--- src/hw/rtl/hssr_pkg.sv ---
`default_nettype none
// ----------------------------------------------------------------------------
// Half-step stepper ramp: shared types, constants and functions
// Item and result layouts, the half-step coil table and ramp helpers.
// ----------------------------------------------------------------------------
package hssr_pkg;

	localparam int unsigned PhaseW  = 3;
	localparam int unsigned PeriodW = 8;
	localparam int unsigned CountW  = 12;
	localparam int unsigned AngleW  = 9;
	localparam int unsigned CoilW   = 4;
	localparam int unsigned ProdW   = 16;

	localparam logic [CountW-1:0]  StepMax        = 12'hFFF;
	localparam logic [PeriodW-1:0] StartPeriodRst = 8'd35;
	localparam logic [6:0]         AngleScale     = 7'd91;
	localparam logic [PhaseW-1:0]  PhaseLeft      = 3'd0;
	localparam logic [PhaseW-1:0]  PhaseRight     = 3'd7;

	typedef enum logic {
		CMD_TICK  = 1'b0,
		CMD_START = 1'b1
	} cmd_t;

	typedef struct packed {
		cmd_t              command;
		logic              turn_right;
		logic [AngleW-1:0] angle_degrees;
	} item_t;

	typedef struct packed {
		logic [CoilW-1:0] coil_pattern;
		logic             busy;
		logic             done;
	} result_t;

	typedef struct packed {
		logic [PeriodW-1:0] period;
		logic [PeriodW-1:0] wait_len;
	} wait_t;

	function automatic logic [CoilW-1:0] coil_of(input logic [PhaseW-1:0] ph);
		logic [CoilW-1:0] c;
		case (ph)
			3'd0:    c = 4'd8;
			3'd1:    c = 4'd12;
			3'd2:    c = 4'd4;
			3'd3:    c = 4'd6;
			3'd4:    c = 4'd2;
			3'd5:    c = 4'd3;
			3'd6:    c = 4'd1;
			3'd7:    c = 4'd9;
			default: c = 4'd0;
		endcase
		return c;
	endfunction

	function automatic wait_t load_wait(input logic [PeriodW-1:0] p);
		wait_t w;
		if (p > PeriodW'(1)) begin
			w.period   = p - PeriodW'(1);
			w.wait_len = p - PeriodW'(1);
		end else begin
			w.period   = p;
			w.wait_len = PeriodW'(1);
		end
		return w;
	endfunction

	function automatic logic [CountW-1:0] angle_to_steps(input logic [AngleW-1:0] a);
		logic [ProdW-1:0]   prod;
		logic [ProdW-4:0]   shifted;
		prod    = ProdW'(a) * ProdW'(AngleScale);
		shifted = prod[ProdW-1:3];
		return (shifted > (ProdW-3)'(StepMax)) ? StepMax : shifted[CountW-1:0];
	endfunction

endpackage
`default_nettype wire

--- src/hw/rtl/hssr_core.sv ---
`default_nettype none
// ----------------------------------------------------------------------------
// Half-step stepper ramp: sequencer core
// Holds the rotation state and computes the next state and the result of one
// item in a single pass of combinational logic.
// ----------------------------------------------------------------------------
module hssr_core (
	input  wire logic                          clk,
	input  wire logic                          arst_n,
	input  wire logic                          fire,
	input  wire hssr_pkg::item_t               item,
	input  wire logic                          cfg_we,
	input  wire logic [hssr_pkg::PeriodW-1:0]  cfg_wdata,
	output hssr_pkg::result_t                  res
);

	logic [hssr_pkg::PeriodW-1:0] start_period_q, step_period_q, wait_left_q;
	logic [hssr_pkg::PhaseW-1:0]  phase_q;
	logic [hssr_pkg::CountW-1:0]  left_steps_q, right_steps_q, target_steps_q;
	logic                         going_right_q, running_q;

	logic [hssr_pkg::PeriodW-1:0] step_period_d, wait_left_d, wait_dec;
	logic [hssr_pkg::PhaseW-1:0]  phase_d;
	logic [hssr_pkg::CountW-1:0]  left_steps_d, right_steps_d, target_steps_d;
	logic [hssr_pkg::CountW-1:0]  cnt, cnt_inc;
	logic                         going_right_d, running_d, done_d;
	hssr_pkg::wait_t              lw_start, lw_step;

	always_comb begin
		step_period_d  = step_period_q;
		wait_left_d    = wait_left_q;
		phase_d        = phase_q;
		left_steps_d   = left_steps_q;
		right_steps_d  = right_steps_q;
		target_steps_d = target_steps_q;
		going_right_d  = going_right_q;
		running_d      = running_q;
		done_d         = 1'b0;
		lw_start       = hssr_pkg::load_wait(step_period_q);
		wait_dec       = (wait_left_q != '0) ? wait_left_q - hssr_pkg::PeriodW'(1) : '0;
		cnt            = going_right_q ? right_steps_q : left_steps_q;
		cnt_inc        = (cnt < hssr_pkg::StepMax) ? cnt + hssr_pkg::CountW'(1) : cnt;
		phase_d        = phase_q;
		lw_step        = hssr_pkg::load_wait(step_period_q);
		if (item.command == hssr_pkg::CMD_START) begin
			if (!running_q) begin
				target_steps_d = hssr_pkg::angle_to_steps(item.angle_degrees);
				going_right_d  = item.turn_right;
				if (item.turn_right) begin
					left_steps_d = '0;
					phase_d      = hssr_pkg::PhaseRight;
				end else begin
					right_steps_d = '0;
					phase_d       = hssr_pkg::PhaseLeft;
				end
				running_d     = 1'b1;
				step_period_d = lw_start.period;
				wait_left_d   = lw_start.wait_len;
			end
		end else if (running_q) begin
			wait_left_d = wait_dec;
			if (wait_dec == '0) begin
				if (going_right_q) begin
					right_steps_d = cnt_inc;
				end else begin
					left_steps_d = cnt_inc;
				end
				if (cnt_inc >= target_steps_q) begin
					step_period_d = start_period_q;
					running_d     = 1'b0;
					done_d        = 1'b1;
				end else begin
					phase_d       = going_right_q ? phase_q - hssr_pkg::PhaseW'(1)
						: phase_q + hssr_pkg::PhaseW'(1);
					step_period_d = lw_step.period;
					wait_left_d   = lw_step.wait_len;
				end
			end
		end
	end

	always_comb begin
		res.coil_pattern = running_d ? hssr_pkg::coil_of(phase_d) : '0;
		res.busy         = running_d;
		res.done         = done_d;
	end

	always_ff @(posedge clk or negedge arst_n) begin
		if (!arst_n) begin
			start_period_q <= hssr_pkg::StartPeriodRst;
			step_period_q  <= hssr_pkg::StartPeriodRst;
			wait_left_q    <= '0;
			phase_q        <= '0;
			left_steps_q   <= '0;
			right_steps_q  <= '0;
			target_steps_q <= '0;
			going_right_q  <= 1'b0;
			running_q      <= 1'b0;
		end else begin
			if (fire) begin
				step_period_q  <= step_period_d;
				wait_left_q    <= wait_left_d;
				phase_q        <= phase_d;
				left_steps_q   <= left_steps_d;
				right_steps_q  <= right_steps_d;
				target_steps_q <= target_steps_d;
				going_right_q  <= going_right_d;
				running_q      <= running_d;
			end
			if (cfg_we) begin
				start_period_q <= cfg_wdata;
				if (!running_q && !fire) begin
					step_period_q <= cfg_wdata;
				end
			end
		end
	end

endmodule
`default_nettype wire

--- src/hw/rtl/half_step_stepper_ramp_top.sv ---
`default_nettype none
// ----------------------------------------------------------------------------
// Half-step stepper ramp: top level
// Eight-phase half-step sequencer with an accelerating step period.
// ----------------------------------------------------------------------------
// Each input item is either a millisecond tick or a start command carrying a
// direction and an angle in degrees. Every item produces exactly one result:
// the coil pattern, a busy flag and a done pulse on the completing tick.
// The input channel registers the item, the core evaluates it in one pass
// and the result register holds it for the output channel.
// A result travels from the input register through the core to the result
// register, where a receiver stall holds it. Throughput is one item per cycle
// while the receiver does not stall; the sequencer state is updated once per item.
// When the receiver stalls, the result register holds its item and the input
// register fills; in_ready drops only when both are occupied.
// The start_period register is written through cfg_we and cfg_wdata and
// takes effect at once when idle with no item in the core, else when the
// running rotation ends. Reset clears the valid flags of both pipeline stages
// and the rotation state and loads a start period of 35 ticks.
// ----------------------------------------------------------------------------
module half_step_stepper_ramp_top (
	input  wire logic                                    clk,
	input  wire logic                                    arst_n,
	input  wire logic                                    in_valid,
	output logic                                         in_ready,
	input  wire logic                                    command,
	input  wire logic                                    turn_right,
	input  wire logic [hssr_pkg::AngleW-1:0]             angle_degrees,
	output logic                                         out_valid,
	input  wire logic                                    out_ready,
	output logic [hssr_pkg::CoilW-1:0]                   coil_pattern,
	output logic                                         busy_res,
	output logic                                         done_res,
	input  wire logic                                    cfg_we,
	input  wire logic [hssr_pkg::PeriodW-1:0]            cfg_wdata
);

	logic              valid_s1, valid_s2, adv, fire, in_fire;
	hssr_pkg::item_t   item_s1, in_item;
	hssr_pkg::result_t res, res_s2;

	assign in_item.command       = hssr_pkg::cmd_t'(command);
	assign in_item.turn_right    = turn_right;
	assign in_item.angle_degrees = angle_degrees;

	assign adv      = !valid_s2 || out_ready;
	assign fire     = valid_s1 && adv;
	assign in_ready = !valid_s1 || adv;
	assign in_fire  = in_valid && in_ready;

	always_ff @(posedge clk or negedge arst_n) begin
		if (!arst_n) begin
			valid_s1 <= 1'b0;
			valid_s2 <= 1'b0;
		end else begin
			if (in_fire) begin
				valid_s1 <= 1'b1;
			end else if (fire) begin
				valid_s1 <= 1'b0;
			end
			if (fire) begin
				valid_s2 <= 1'b1;
			end else if (out_ready) begin
				valid_s2 <= 1'b0;
			end
		end
	end

	always_ff @(posedge clk) begin
		if (in_fire) begin
			item_s1 <= in_item;
		end
		if (fire) begin
			res_s2 <= res;
		end
	end

	hssr_core u_core (
		.clk       (clk),
		.arst_n    (arst_n),
		.fire      (fire),
		.item      (item_s1),
		.cfg_we    (cfg_we),
		.cfg_wdata (cfg_wdata),
		.res       (res)
	);

	assign out_valid    = valid_s2;
	assign coil_pattern = res_s2.coil_pattern;
	assign busy_res     = res_s2.busy;
	assign done_res     = res_s2.done;

	a_done_not_busy: assert property (@(posedge clk) disable iff (!arst_n)
		out_valid |-> !(done_res && busy_res))
		else $error("done and busy reported together");

	a_idle_coils_off: assert property (@(posedge clk) disable iff (!arst_n)
		(out_valid && !busy_res) |-> (coil_pattern == '0))
		else $error("coils energised while idle");

	a_half_step_shape: assert property (@(posedge clk) disable iff (!arst_n)
		(out_valid && busy_res) |->
		($countones(coil_pattern) == 1 || $countones(coil_pattern) == 2))
		else $error("invalid half-step coil pattern");

	a_fire_loads_output: assert property (@(posedge clk) disable iff (!arst_n)
		fire |=> out_valid)
		else $error("processed item did not reach the result register");

endmodule
`default_nettype wire

--- config.mk ---
export PLATFORM = sky130hd
export DESIGN_NAME = half_step_stepper_ramp_top
export DESIGN_NICKNAME = d
export VERILOG_FILES = /design/src/hw/rtl/hssr_pkg.sv /design/src/hw/rtl/hssr_core.sv /design/src/hw/rtl/half_step_stepper_ramp_top.sv
export SDC_FILE = /design/constraint.sdc
export NUM_CORES = 1
export LEC_CHECK = 0
export BUFFER_PORTS_ARGS = -buffer_cell sky130_fd_sc_hd__buf_4
export CORE_UTILIZATION = 50
export CTS_BUF_LIST = sky130_fd_sc_hd__clkbuf_4 sky130_fd_sc_hd__clkbuf_8
export DETAILED_ROUTE_END_ITERATION = 7
export PLACE_DENSITY = 0.75
export SYNTH_ARGS = -nofsm -noshare
export SYNTH_HDL_FRONTEND = slang
export SYNTH_SLANG_ARGS = --single-unit
--- constraint.sdc ---
create_clock -name clk -period 6.5 [get_ports clk]
set_input_delay 0 -clock clk [delete_from_list [all_inputs] [get_ports clk]]
set_output_delay 0 -clock clk [all_outputs]
set_load 0.01 [all_outputs]
==> impl_metrics.csv <==
group,metric,value,unit
status,status,"finished, final reports clean",
route,drc,0,
worst_setup_path,crit_path_end_kind,"flip-flop",
grt,grt_max_degree,68,
synth,ys_async_sr_fraction,0.798,
route,post_drt_wl_per_cell,16.8,um
placement,globalplace.congestion,0.912,
min_path,min_path_type,"input port to async pin",
sta,fin_ws,1.18,ns
synth,synth_xor_area_frac,0.0270,
grt,grt_busiest_layer,"met2",
clock_tree,cts_tree,"built",
power,pwr_density_cell,326,mW/mm^2
grt,overflow,0,
grt,grt_util_met1,0.333,
floorplan,die_h,116,um
synth,synth_top_family_by_area,"compound AO/OA/AOI/OAI gates",
power,power.leakage,3.23,nW
sta,fin_skew,0.0109,ns
route,dr.pass1.iters,5,
synth,synthSimpleGateAreaFrac,0.170,
placement,dp_hpwl,11100,um
floorplan,die_area,0.0134,sq mm
synth,synth_compound_area_frac,0.179,
worst_setup_path,cp_max_fo,14,
synth,yosys_most_used_dff,"dfrtp_1",
grt,track_usage,0.251,
route,ant_nets,0,
worst_setup_path,path_class,"flip-flop to flip-flop",
clock_tree,cts_num_sinks,84,
sta,fin_tns_setup,0,ns
synth,yosysTopAreaCellShare,0.236,
worst_setup_path,slowest_stage,"o21ai_1",
layout,drive_gt1_frac,0.125,
synth,synthCells,699,
synth,ys_warn_count,0,
synth,synth_area,0.00648,sq mm
synth,synth_mux_area_frac,0.0715,
route,routed_wl,15500,um
clock_tree,clk_pin_slew,0.10,ns
floorplan,initial_core_util,0.513,
clock_tree,h-tree-depth,3,
synth,synth_most_common_cell,"nand2_1",
grt,grt_pass1_wl,25900,um
synth,yosys_register_bits,84,
worst_setup_path,start_kind,"flip-flop",
route,drt_iter0_markers,490,
synth,syn_nets,795,
sta,whs,0.255,ns
grt,gr-usage-met3,0.0481,
worst_setup_path,critPathMaxStageDelay,0.98,ns
grt,grt_util_met2,0.399,
synth,synth_common_cells,"nand2_1 (79), inv_1 (62), dfrtp_1 (61)",
floorplan,num_rows,41,
worst_setup_path,crit_family,"compound AO/OA/AOI/OAI gates",
clock_tree,cts_max_path_buffers,2,
grt,grt_pass1_vias,5418,
placement,post-place-ws,1.32,ns
synth,yosysTopAreaCell,"dfrtp_1",
synth,yosysUniqueCellTypes,71,
layout,nNetsFinal,843,
floorplan,coreArea,0.0126,sq mm
sta,rsz0062_at_grt,"no",
sta,post-route-min-period,5.32,ns
sta,worst_pin_slew,1.26,ns
sta,fin_crit_sh,0.818,
clock_tree,clkLatencyLatePin,0.39,ns
synth,seq_area_frac_synth,0.339,
synth,synthAdderAreaFrac,0.160,
sta,finalMaxSlewViolations,0,
worst_setup_path,crit_chain,"mux2_2 > ha_1 > a21boi_1 > nand4_1 > nand3_1 > xor2_1 > mux2i_1 > ha_1 > o2111ai_1 > o21a_1 > o21ai_1 > o21ai_1 > and2_1 > a221o_1",
synth,synth.area.top_cells,"dfrtp_1 (24%), ha_1 (10%), edfxtp_1 (7.9%)",
worst_setup_path,crit_arrival,5.60,ns
floorplan,ios,32,
clock_tree,root_buffer,"clkbuf_8",
power,ir_worst_vdd,158,uV
route,vias,5479,
clock_tree,numCtsBuffers,9,
clock_tree,cts.repair.resized,0,
layout,syn_to_final_growth,13.2,%
layout,num_antenna_cells,0,
worst_setup_path,crit_buf_inv,0,
layout,fillers,1092,
floorplan,die_w,116,um
sta,clock.fmax,188,MHz
synth,synth-edff-count,17,
sta,setup_viol,0,
sta,hold_violations,0,
route,viasPerCell,5.93,
worst_setup_path,critPathRequiredTime,6.78,ns
sta,max-slew-margin-rel,0.152,
layout,fin_util,0.581,
synth,avgSynthCellArea,9.27,sq um
placement,portBuffers,31,
run,maxCapViolCount,0,
grt,antenna_found_initial,0,
-- worst reg2reg max path: stages (launching register included) --
cell       delay, ns
dfrtp_1         0.67
mux2_2          0.28
ha_1            0.22
a21boi_1        0.36
nand4_1         0.45
nand3_1         0.26
xor2_1          0.16
mux2i_1         0.14
ha_1            0.31
o2111ai_1       0.13
o21a_1          0.23
o21ai_1         0.98
o21ai_1         0.34
and2_1          0.32
a221o_1         0.36
-- kinds of logic (layout without fill, tap and decap cells) --
group	count (synthesis)	after routing
AO/OA/AOI/OAI	169	169
XOR/XNOR	20	20
adder cells (fa/ha/maj)	72	72
buffers and inverters	90	143
flip-flops	84	84
multiplexers	43	43
AND/OR/NAND/NOR	221	221
-- state kept, by name, indices dropped and copies added (netlist names), 3 cells and up --
register               flops
u_core.step_period_q       8
u_core.phase_q             3
item_s1                   11
u_core.right_steps_q      12
u_core.wait_left_q         8
coil_pattern               4
u_core.target_steps_q     12
u_core.start_period_q      8
u_core.left_steps_q       12
-- through the flow --
step | power (W) | std cells | instance area [sq um]
CTS | 0.00238 | 924 | 7330
finish | 0.00239 | 924 | 7330
global placement | 0.00192 | 876 | 6830
global route | 0.00257 | 924 | 7330
detailed placement | 0.00197 | 876 | 6830
floorplan | 0.00169 | 699 | 6480
-- timing repair --
| item | in CTS | in global routing |
|---|---|---|
| setup buffers | 0 | 0 |
| hold buffers | 32 | 0 |
| hold endpoints to repair | 87 | 0 |
-- power by group --
part,total [W],switching [W],internal (W)
clock network,0.000374,0.000226,0.000148
registers,0.000818,0.000147,0.000670
logic,0.00120,0.000674,0.000523
-- layer usage --
metal / up-vias / share of wire / wire, um
met5: - / 0 / 0
met1: 2630 / 0.44 / 6820
met2: 220 / 0.47 / 7300
li1: 2602 / - / -
met4: 0 / 0.022 / 340
met3: 27 / 0.069 / 1070
-- area by class of cell --
class | count | area, sq um | area share
Multi-Input combinational cell | 525 | 3940 | 0.537
Sequential cell | 84 | 2190 | 0.299
Timing Repair Buffer | 65 | 568 | 0.0774
Inverter | 62 | 233 | 0.0317
Tap cell | 172 | 215 | 0.0293
Clock buffer | 9 | 124 | 0.0169
Clock inverter | 7 | 63.8 | 0.00870
-- worst paths after layout --
kind / from / endpoint / slack [ns] / depth (start not counted)
worst min-delay path: arst_n / u_core.right_steps_q[3] / 0.26 / 2
worst max register to register: u_core.going_right_q / u_core.wait_left_q[5] / 1.18 / 14
worst max-delay path: u_core.going_right_q / u_core.wait_left_q[5] / 1.18 / 14
max in group asynchronous: arst_n / u_core.target_steps_q[0] / 5.68 / 2
min in group clk: angle_degrees[8] / item_s1[8] / 0.32 / 2
worst min register to register: u_core.left_steps_q[6] / u_core.left_steps_q[6] / 0.50 / 2
-- placed cells by master (no fill, tap or decap), drive strengths merged, types with 18 or more instances in the layout --
cell / synthesis / routed
nand3: 18 / 18
ha: 54 / 54
a21oi: 29 / 29
o21ai: 52 / 52
inv: 62 / 67
mux2: 26 / 26
nor2: 38 / 38
dlygate4sd3: 0 / 32
fa: 18 / 18
dfrtp: 61 / 61
buf: 8 / 33
nand2: 80 / 80
Note: power is estimated with default switching activity, not from simulation.
